## config.mk

```make
export PLATFORM = sky130hd
export DESIGN_NAME = cbsd_rem
export DESIGN_NICKNAME = d
export VERILOG_FILES = /design/src/rtl/crossbar_store_dma_device_macros.svh /design/src/rtl/cbsd_pkg.sv /design/src/rtl/cbsd_rem.sv
export SDC_FILE = /design/constraint.sdc
export NUM_CORES = 1
export LEC_CHECK = 0
export ABC_AREA = 1
export BUFFER_PORTS_ARGS = -buffer_cell sky130_fd_sc_hd__buf_2
export CORE_ASPECT_RATIO = 1.75
export CORE_MARGIN = 1.5
export CORE_UTILIZATION = 30
export CTS_CLUSTER_SIZE = 24
export DETAILED_ROUTE_END_ITERATION = 8
export PLACE_DENSITY = 0.51
export SYNTH_ARGS = -nofsm -noshare
export SYNTH_HDL_FRONTEND = slang
export SYNTH_SLANG_ARGS = --single-unit
```

## constraint.sdc

```tcl
create_clock -name clk_i -period 3.03 [get_ports clk_i]
set_input_delay 0.606 -clock clk_i [delete_from_list [all_inputs] [get_ports clk_i]]
set_output_delay 0.606 -clock clk_i [all_outputs]
set_load 0.05 [all_outputs]
```

## src/rtl/crossbar_store_dma_device_macros.svh

```systemverilog
// Assertion macros for the crossbar store DMA device RTL.
`ifndef CROSSBAR_STORE_DMA_DEVICE_MACROS_SVH
`define CROSSBAR_STORE_DMA_DEVICE_MACROS_SVH

// Same-cycle implication under active-low reset.
`define CBSD_ASSERT_NOW(lbl, clk, rstn, ante, cons, msg) \
  lbl: assert property (@(posedge clk) disable iff (!rstn) (ante) |-> (cons)) \
    else $error(msg);

// Next-cycle implication under active-low reset.
`define CBSD_ASSERT_NXT(lbl, clk, rstn, ante, cons, msg) \
  lbl: assert property (@(posedge clk) disable iff (!rstn) (ante) |=> (cons)) \
    else $error(msg);

`endif

```

## src/rtl/cbsd_pkg.sv

```systemverilog
// Shared types and constants of the crossbar store DMA device.
package cbsd_pkg;

  localparam int unsigned MAX_ROWS      = 256;
  localparam int unsigned MAX_ROW_BYTES = 64;
  localparam int unsigned STORE_DEPTH   = MAX_ROWS * MAX_ROW_BYTES;
  localparam int unsigned STORE_AW      = $clog2(STORE_DEPTH);

  localparam int unsigned ROWS_W   = 9;
  localparam int unsigned RBYTES_W = 7;
  localparam int unsigned BEAT_W   = 15;
  localparam int unsigned LEN_W    = 15;
  localparam int unsigned CFG_IDX_W  = 1;
  localparam int unsigned CFG_DATA_W = 9;

  localparam int unsigned S_TDATA_W = 48;
  localparam int unsigned S_TUSER_W = 2;
  localparam int unsigned M_TDATA_W = 80;

  localparam logic [CFG_IDX_W-1:0] CFG_ROW_COUNT = 1'b0;
  localparam logic [CFG_IDX_W-1:0] CFG_ROW_BYTES = 1'b1;

  typedef enum logic [1:0] {
    MODE_RD  = 2'd0,
    MODE_WR  = 2'd1,
    MODE_DMA = 2'd2,
    MODE_NOP = 2'd3
  } mode_e;

  typedef enum logic [2:0] {
    REG_CONF   = 3'd0,
    REG_MADDR  = 3'd1,
    REG_ROW    = 3'd2,
    REG_LEN    = 3'd3,
    REG_MULT   = 3'd4,
    REG_STATUS = 3'd5,
    REG_CTRL   = 3'd6,
    REG_NONE   = 3'd7
  } reg_e;

  typedef enum logic [1:0] {
    ST_CLEAR,
    ST_RUN,
    ST_DIV
  } state_e;

  typedef struct packed {
    logic        start;
    logic [LEN_W-1:0]    dividend;
    logic [RBYTES_W-1:0] divisor;
  } rem_req_t;

  typedef struct packed {
    logic [31:0] rd;
    logic        valid;
    logic        to_mem;
    logic [31:0] addr;
    logic        last;
    logic        use_store;
    logic        scale;
    logic [7:0]  mul;
  } stage_t;

endpackage

```

## src/rtl/cbsd_rem.sv

```systemverilog
// Bit-serial remainder unit: transfer length modulo row width.
module cbsd_rem (
  input  logic              clk_i,
  input  logic              rst_ni,
  input  cbsd_pkg::rem_req_t req_i,
  output logic              done_o,
  output logic [cbsd_pkg::RBYTES_W-1:0] rem_o
);
  import cbsd_pkg::*;

  localparam int unsigned CNT_W = $clog2(LEN_W);

  logic                busy_q, busy_d;
  logic                done_q, done_d;
  logic [CNT_W-1:0]    cnt_q, cnt_d;
  logic [LEN_W-1:0]    dvd_q, dvd_d;
  logic [RBYTES_W-1:0] dsr_q, dsr_d;
  logic [RBYTES_W-1:0] rem_q, rem_d;
  logic [RBYTES_W:0]   trial;

  always_comb begin
    busy_d = busy_q;
    done_d = 1'b0;
    cnt_d  = cnt_q;
    dvd_d  = dvd_q;
    dsr_d  = dsr_q;
    rem_d  = rem_q;
    trial  = {rem_q, dvd_q[LEN_W-1]};
    if (req_i.start) begin
      busy_d = 1'b1;
      cnt_d  = '0;
      dvd_d  = req_i.dividend;
      dsr_d  = req_i.divisor;
      rem_d  = '0;
    end else if (busy_q) begin
      dvd_d = {dvd_q[LEN_W-2:0], 1'b0};
      if (trial >= {1'b0, dsr_q}) begin
        rem_d = RBYTES_W'(trial - {1'b0, dsr_q});
      end else begin
        rem_d = trial[RBYTES_W-1:0];
      end
      cnt_d = cnt_q + 1'b1;
      if (cnt_q == CNT_W'(LEN_W - 1)) begin
        busy_d = 1'b0;
        done_d = 1'b1;
      end
    end
  end

  always_ff @(posedge clk_i or negedge rst_ni) begin
    if (!rst_ni) begin
      busy_q <= 1'b0;
      done_q <= 1'b0;
      cnt_q  <= '0;
    end else begin
      busy_q <= busy_d;
      done_q <= done_d;
      cnt_q  <= cnt_d;
    end
  end

  always_ff @(posedge clk_i) begin
    dvd_q <= dvd_d;
    dsr_q <= dsr_d;
    rem_q <= rem_d;
  end

  assign done_o = done_q;
  assign rem_o  = rem_q;

endmodule
```

# --- Yosys cells after proc, flatten, opt, wreduce, memory -nomap -nowiden ---
# Index checks and enable logic that the tools add are counted.
totals:
  reg_bits: 35
  inputBits: 25
  out_inout_bits: 8
op_classes:
  add_sub_neg: 2
  order_cmp: 1
  n_eq_ne: 1
  muxes: 11
  reduce_logical: 1
op_table:
  columns: ["operator", "count"]
  rows:
  - ["$mux 15", 2]
  - ["$ge 8x7->1", 1]
  - ["$mux 4", 2]
  - ["$mux 7", 1]
  - ["$sub 7x7->7", 1]
  - ["$mux 1", 6]
  - ["$add 4x1->4 const B", 1]
  - ["$eq 4x4->1 const B", 1]
  - ["$reduce_bool 2->1", 1]

# --- Logic depth before layout (Yosys ltp) ---
logic_depth:
  depth_word: 4
  ltp_mapped: 11
  mapped_depth_nobuf: 11

# --- Least setup slack after synthesis ---
# Ideal clock, no wire load.
synth_path:
  path_type: "flip-flop to flip-flop"
  startpoint: "register rem_q[1], in the netlist rem_o[1]"
  endpoint: "register rem_q[5], in the netlist rem_o[5]"
  setup_time_ps: 114
  arrival_time_ps: 1689
  required_ps: 2916
  slack_ps: 1227
  path_stages_with_launch: 8
  path_buffers: 0
  period_less_slack_ps: 1803
  path_cell_list: "dfxtp_1 ha_1 nand3_1 nand3_1 o21ai_2 nand3_1 nand3_1 nand2_1"
synth_via:
  elab_chain_cells: 2
synth_rtl:
  columns: ["element", "line", "source"]
  rows:
  - ["start: declaration", "cbsd_rem.sv:18", "logic [RBYTES_W-1:0] rem_q, rem_d;"]
  - ["start signal: assignment", "cbsd_rem.sv:65", "rem_q <= rem_d;"]
  - ["$sub 7x7->7 / $ge 8x7->1 (equally long branches)", "cbsd_rem.sv:38, cbsd_rem.sv:37", null]
  - ["$mux 7 *", "cbsd_rem.sv:37", "if (trial >= {1'b0, dsr_q}) begin"]
# Every way passes the cells marked *; elsewhere a longest branch is shown, timed or not.
# A chain may end at the register's enable or synchronous reset.

# --- Final worst setup path ---
layout_path:
  startpoint: "register dvd_q[14]"
  endpoint: "register rem_q[6], in the netlist rem_o[6]"
layout_via:
  elab_chain_cells: 2
layout_rtl:
  columns: ["element", "line", "source"]
  rows:
  - ["start: declaration", "cbsd_rem.sv:16", "logic [LEN_W-1:0] dvd_q, dvd_d;"]
  - ["start signal: assignment", "cbsd_rem.sv:63", "dvd_q <= dvd_d;"]
  - ["$sub 7x7->7 / $ge 8x7->1 (equally long branches)", "cbsd_rem.sv:38, cbsd_rem.sv:37", null]
  - ["$mux 7 *", "cbsd_rem.sv:37", null]
# Marks and branches as above.

==> summary.md <==
| Metric | Value |
|---|---|
| Sequential fraction of the synthesis area | 0.522 |
| DR WL met2 | 1950 um |
| Syn Nets | 248 |
| Worst-path clk slew | 80 ps |
| Total Wirelength | 3680 um |
| Critical path capture point type | flip-flop |
| Synth Cell Area | 1820 um^2 |
| Crit-path cells | inv_1 > ha_1 > inv_1 > fa_1 > nand3_1 > nand3_1 > o21ai_2 > nand3_1 > nand3_1 > nand2_1 |
| Layout cells sized above 1 | 0.187 |
| Chip Height | 106 um |
| Vias | 1432 |
| Commonest non-fill, non-tap cell in the layout | nand2_1 |
| Final instance area | 2170 um^2 |
| Vias in the first global route | 1421 |
| Starting Density | 0.310 |
| Max incr delay on CP | 420 ps |
| Worst Tran Pin Value | 586 ps |
| Syn_area_per_cell | 8.56 um^2 |
| Die Area | 6570 um^2 |
| Combinational family with the most area after synthesis | simple AND/OR/NAND/NOR gates |
| Total core area | 5880 um^2 |
| Setup crit start | dvd_q[14] |
| GP Congestion | 0.788 |
| Crit path buffers/inverters | 2 |
| Largest net degree at the start of global routing | 22 |
| Worst path slowest cell | fa_1 |
| Pwr/cell area | 798 nW/um^2 |
| Fin. max-slew vios | 0 |
| Most frequent cells in the layout | 91 x nand2_1, 32 x buf_2, 26 x inv_1 |
| Leading area contributor after synthesis | edfxtp_1 |
| Hpwl dp | 2850 um |
| TritonCTS clock tree | built |
| Layout net count | 286 |
| Slew margin rel. | 0.609 |
| Setup TNS | 0 ps |
| Clk buf depth | 2 |
| Clk root buf | clkbuf_8 |
| Ranking of synthesized cells by area | edfxtp_1 36%, nand2_1 19%, dfrtp_1 8.2%, dfxtp_1 7.7%, ha_1 6.2% |
| Io pins | 33 |
| Clock period minus worst slack | 1940 ps |
| Xor-xnor portion of the synthesized cell area | 0.00961 |
| Post-CTS Resized | 0 |
| Total CTS buffers | 5 |
| Crit path launch type | flip-flop |
| FF-to-FF Start | dvd_q[14] |
| Critical path class | flip-flop to flip-flop |
| Part of the cycle the worst path needs | 0.640 |
| P_leak | 0.00111 uW |
| Routed length on met1 | 1550 um |
| Setup violators final | 0 |
| Fillcell total | 641 |
| Mapped Cells | 213 |
| PnR worst setup slack | 1090 ps |
| Antenna diodes | 0 |
| Min-delay worst type | primary input to async pin |
| Met3 WL | 112 um |
| Die W | 61.9 um |
| Proportion of synthesized area in mux cells | 0 |
| Hold WS | 126 ps |
| Post-synthesis adder-cell area fraction | 0.0728 |
| Final Total Pwr | 1730 uW |
| Highest Signal Layer | met4 |
| Setup Fix Bufs, Post-CTS | 0 |
| Area grow syn2layout | 19.1% |
| Placed cell areas | 2080 um^2 |
| Outcome | finished clean |
| Antenna Nets Post-Route | 0 |
| Initial antenna violation count | 0 |
| Maxcap violations | 0 |
| Yosys reg bits | 35 |
| Simple-gate share of the synthesized area | 0.302 |
| Residual DRC count | 0 |
| Worst-path maximum fanout | 7 |
| Worst EP required | 3210 ps |
| RSZ-0062 raised after global routing | no |
| Most frequent CP cell | nand3_1 |
| DRT iter0 DRCs | 36 |
| First-pass GRT wire length | 6260 um |
| Synth Area in Compound Gates | 0.0316 |
| Hold_buf cts | 0 |
| Final hold violations | 0 |
| Synth top area share | 0.362 |
| Delay-heaviest family, CP | adder cells |
| DR WL/cell | 11.2 um |
| Post-placement setup slack | 1080 ps |
| Gr ovfl total | 0 |
| Critical Path AT | 2120 ps |
| Yosys cell types | 25 |
| Worst clock skew | 8.20 ps |
| Avg Vias per Cell | 4.34 |
| CTS sink count | 35 |
| Maximum VDD drop | 0.266 mV |
| Ys Warns | 0 |
| Max Fclk | 515 MHz |
| Port bufs | 32 |
| Total track usage | 0.128 |
| Router iterations before antenna repair | 4 |
| Clock latency on the worst-skew pair | 290 ps |
| Htree depth | 2 |
| Core Rows | 37 |
==> report_power, final <==
| group | switching (uW) | total (uW) | internal [uW] | leakage, uW |
|---|---|---|---|---|
| clock | 173 | 333 | 160 | 0.0000402 |
| combinational | 491 | 757 | 266 | 0.000699 |
| sequential | 61.2 | 644 | 583 | 0.000368 |
| total | 726 | 1730 | 1010 | 0.00111 |
==> cells in the mapped netlist <==
master	n
nand2_1	91
inv_1	26
edfxtp_1	22
nand3_1	18
ha_1	9
dfxtp_1	7
nor2_1	7
dfrtp_1	6
nand3b_1	5
a21oi_1	4
nand4_1	2
nor3_1	2
xnor2_1	2
a21oi_4	1
and3_1	1
buf_1	1
buf_2	1
clkbuf_1	1
fa_1	1
inv_2	1
nand3_4	1
o21ai_0	1
o21ai_2	1
o31ai_1	1
or2_4	1
==> cell type report <==
type	instances	area [um^2]	share of cell area
tap	78	97.6	0.0449
clock buffer	5	68.8	0.0317
timing repair buffer	34	175	0.0806
clock inverter	3	20.0	0.00922
inverter	27	101	0.0467
sequential	35	951	0.438
multi-input combinational	148	758	0.349
==> registers in the layout (all words and copies together), names as in the netlist <==
signal / cells
cnt_q: 4
done_o: 1
busy_q: 1
dsr_q: 7
rem_o: 7
dvd_q: 15
==> worst paths after layout <==
check	depth (start not counted)	endpoint	slack [ps]
hold reg to reg	2	rem_o[1]	490
setup reg to reg	10	rem_o[6]	1090
min in group clk_i	2	rem_o[1]	490
hold / removal	1	cnt_q[2]	130
max in group asynchronous	1	done_o	2750
setup / recovery	10	rem_o[6]	1090
==> kinds of logic after synthesis <==
family,count (synthesis)
and+or+nand+nor,128
adders and majority gates,10
buffers and inverters,30
DFF,35
xor gates and xnor gates,2
AOI/OAI and AO/OA,8
==> metrics by stage <==
stage	util	std cells
after floorplan	-	213
after global placement	0.354	322
after detailed placement	0.354	322
after CTS	0.369	330
after global routing	0.369	330
final	0.369	330
==> per-layer routing <==
layer,GRT usage,vias up
met1,0.141,639
met5,0,-
met3,0.0255,5
li1,-,762
met2,0.221,26
met4,0.0638,0
No activity file was read; power rests on OpenSTA's default activity.
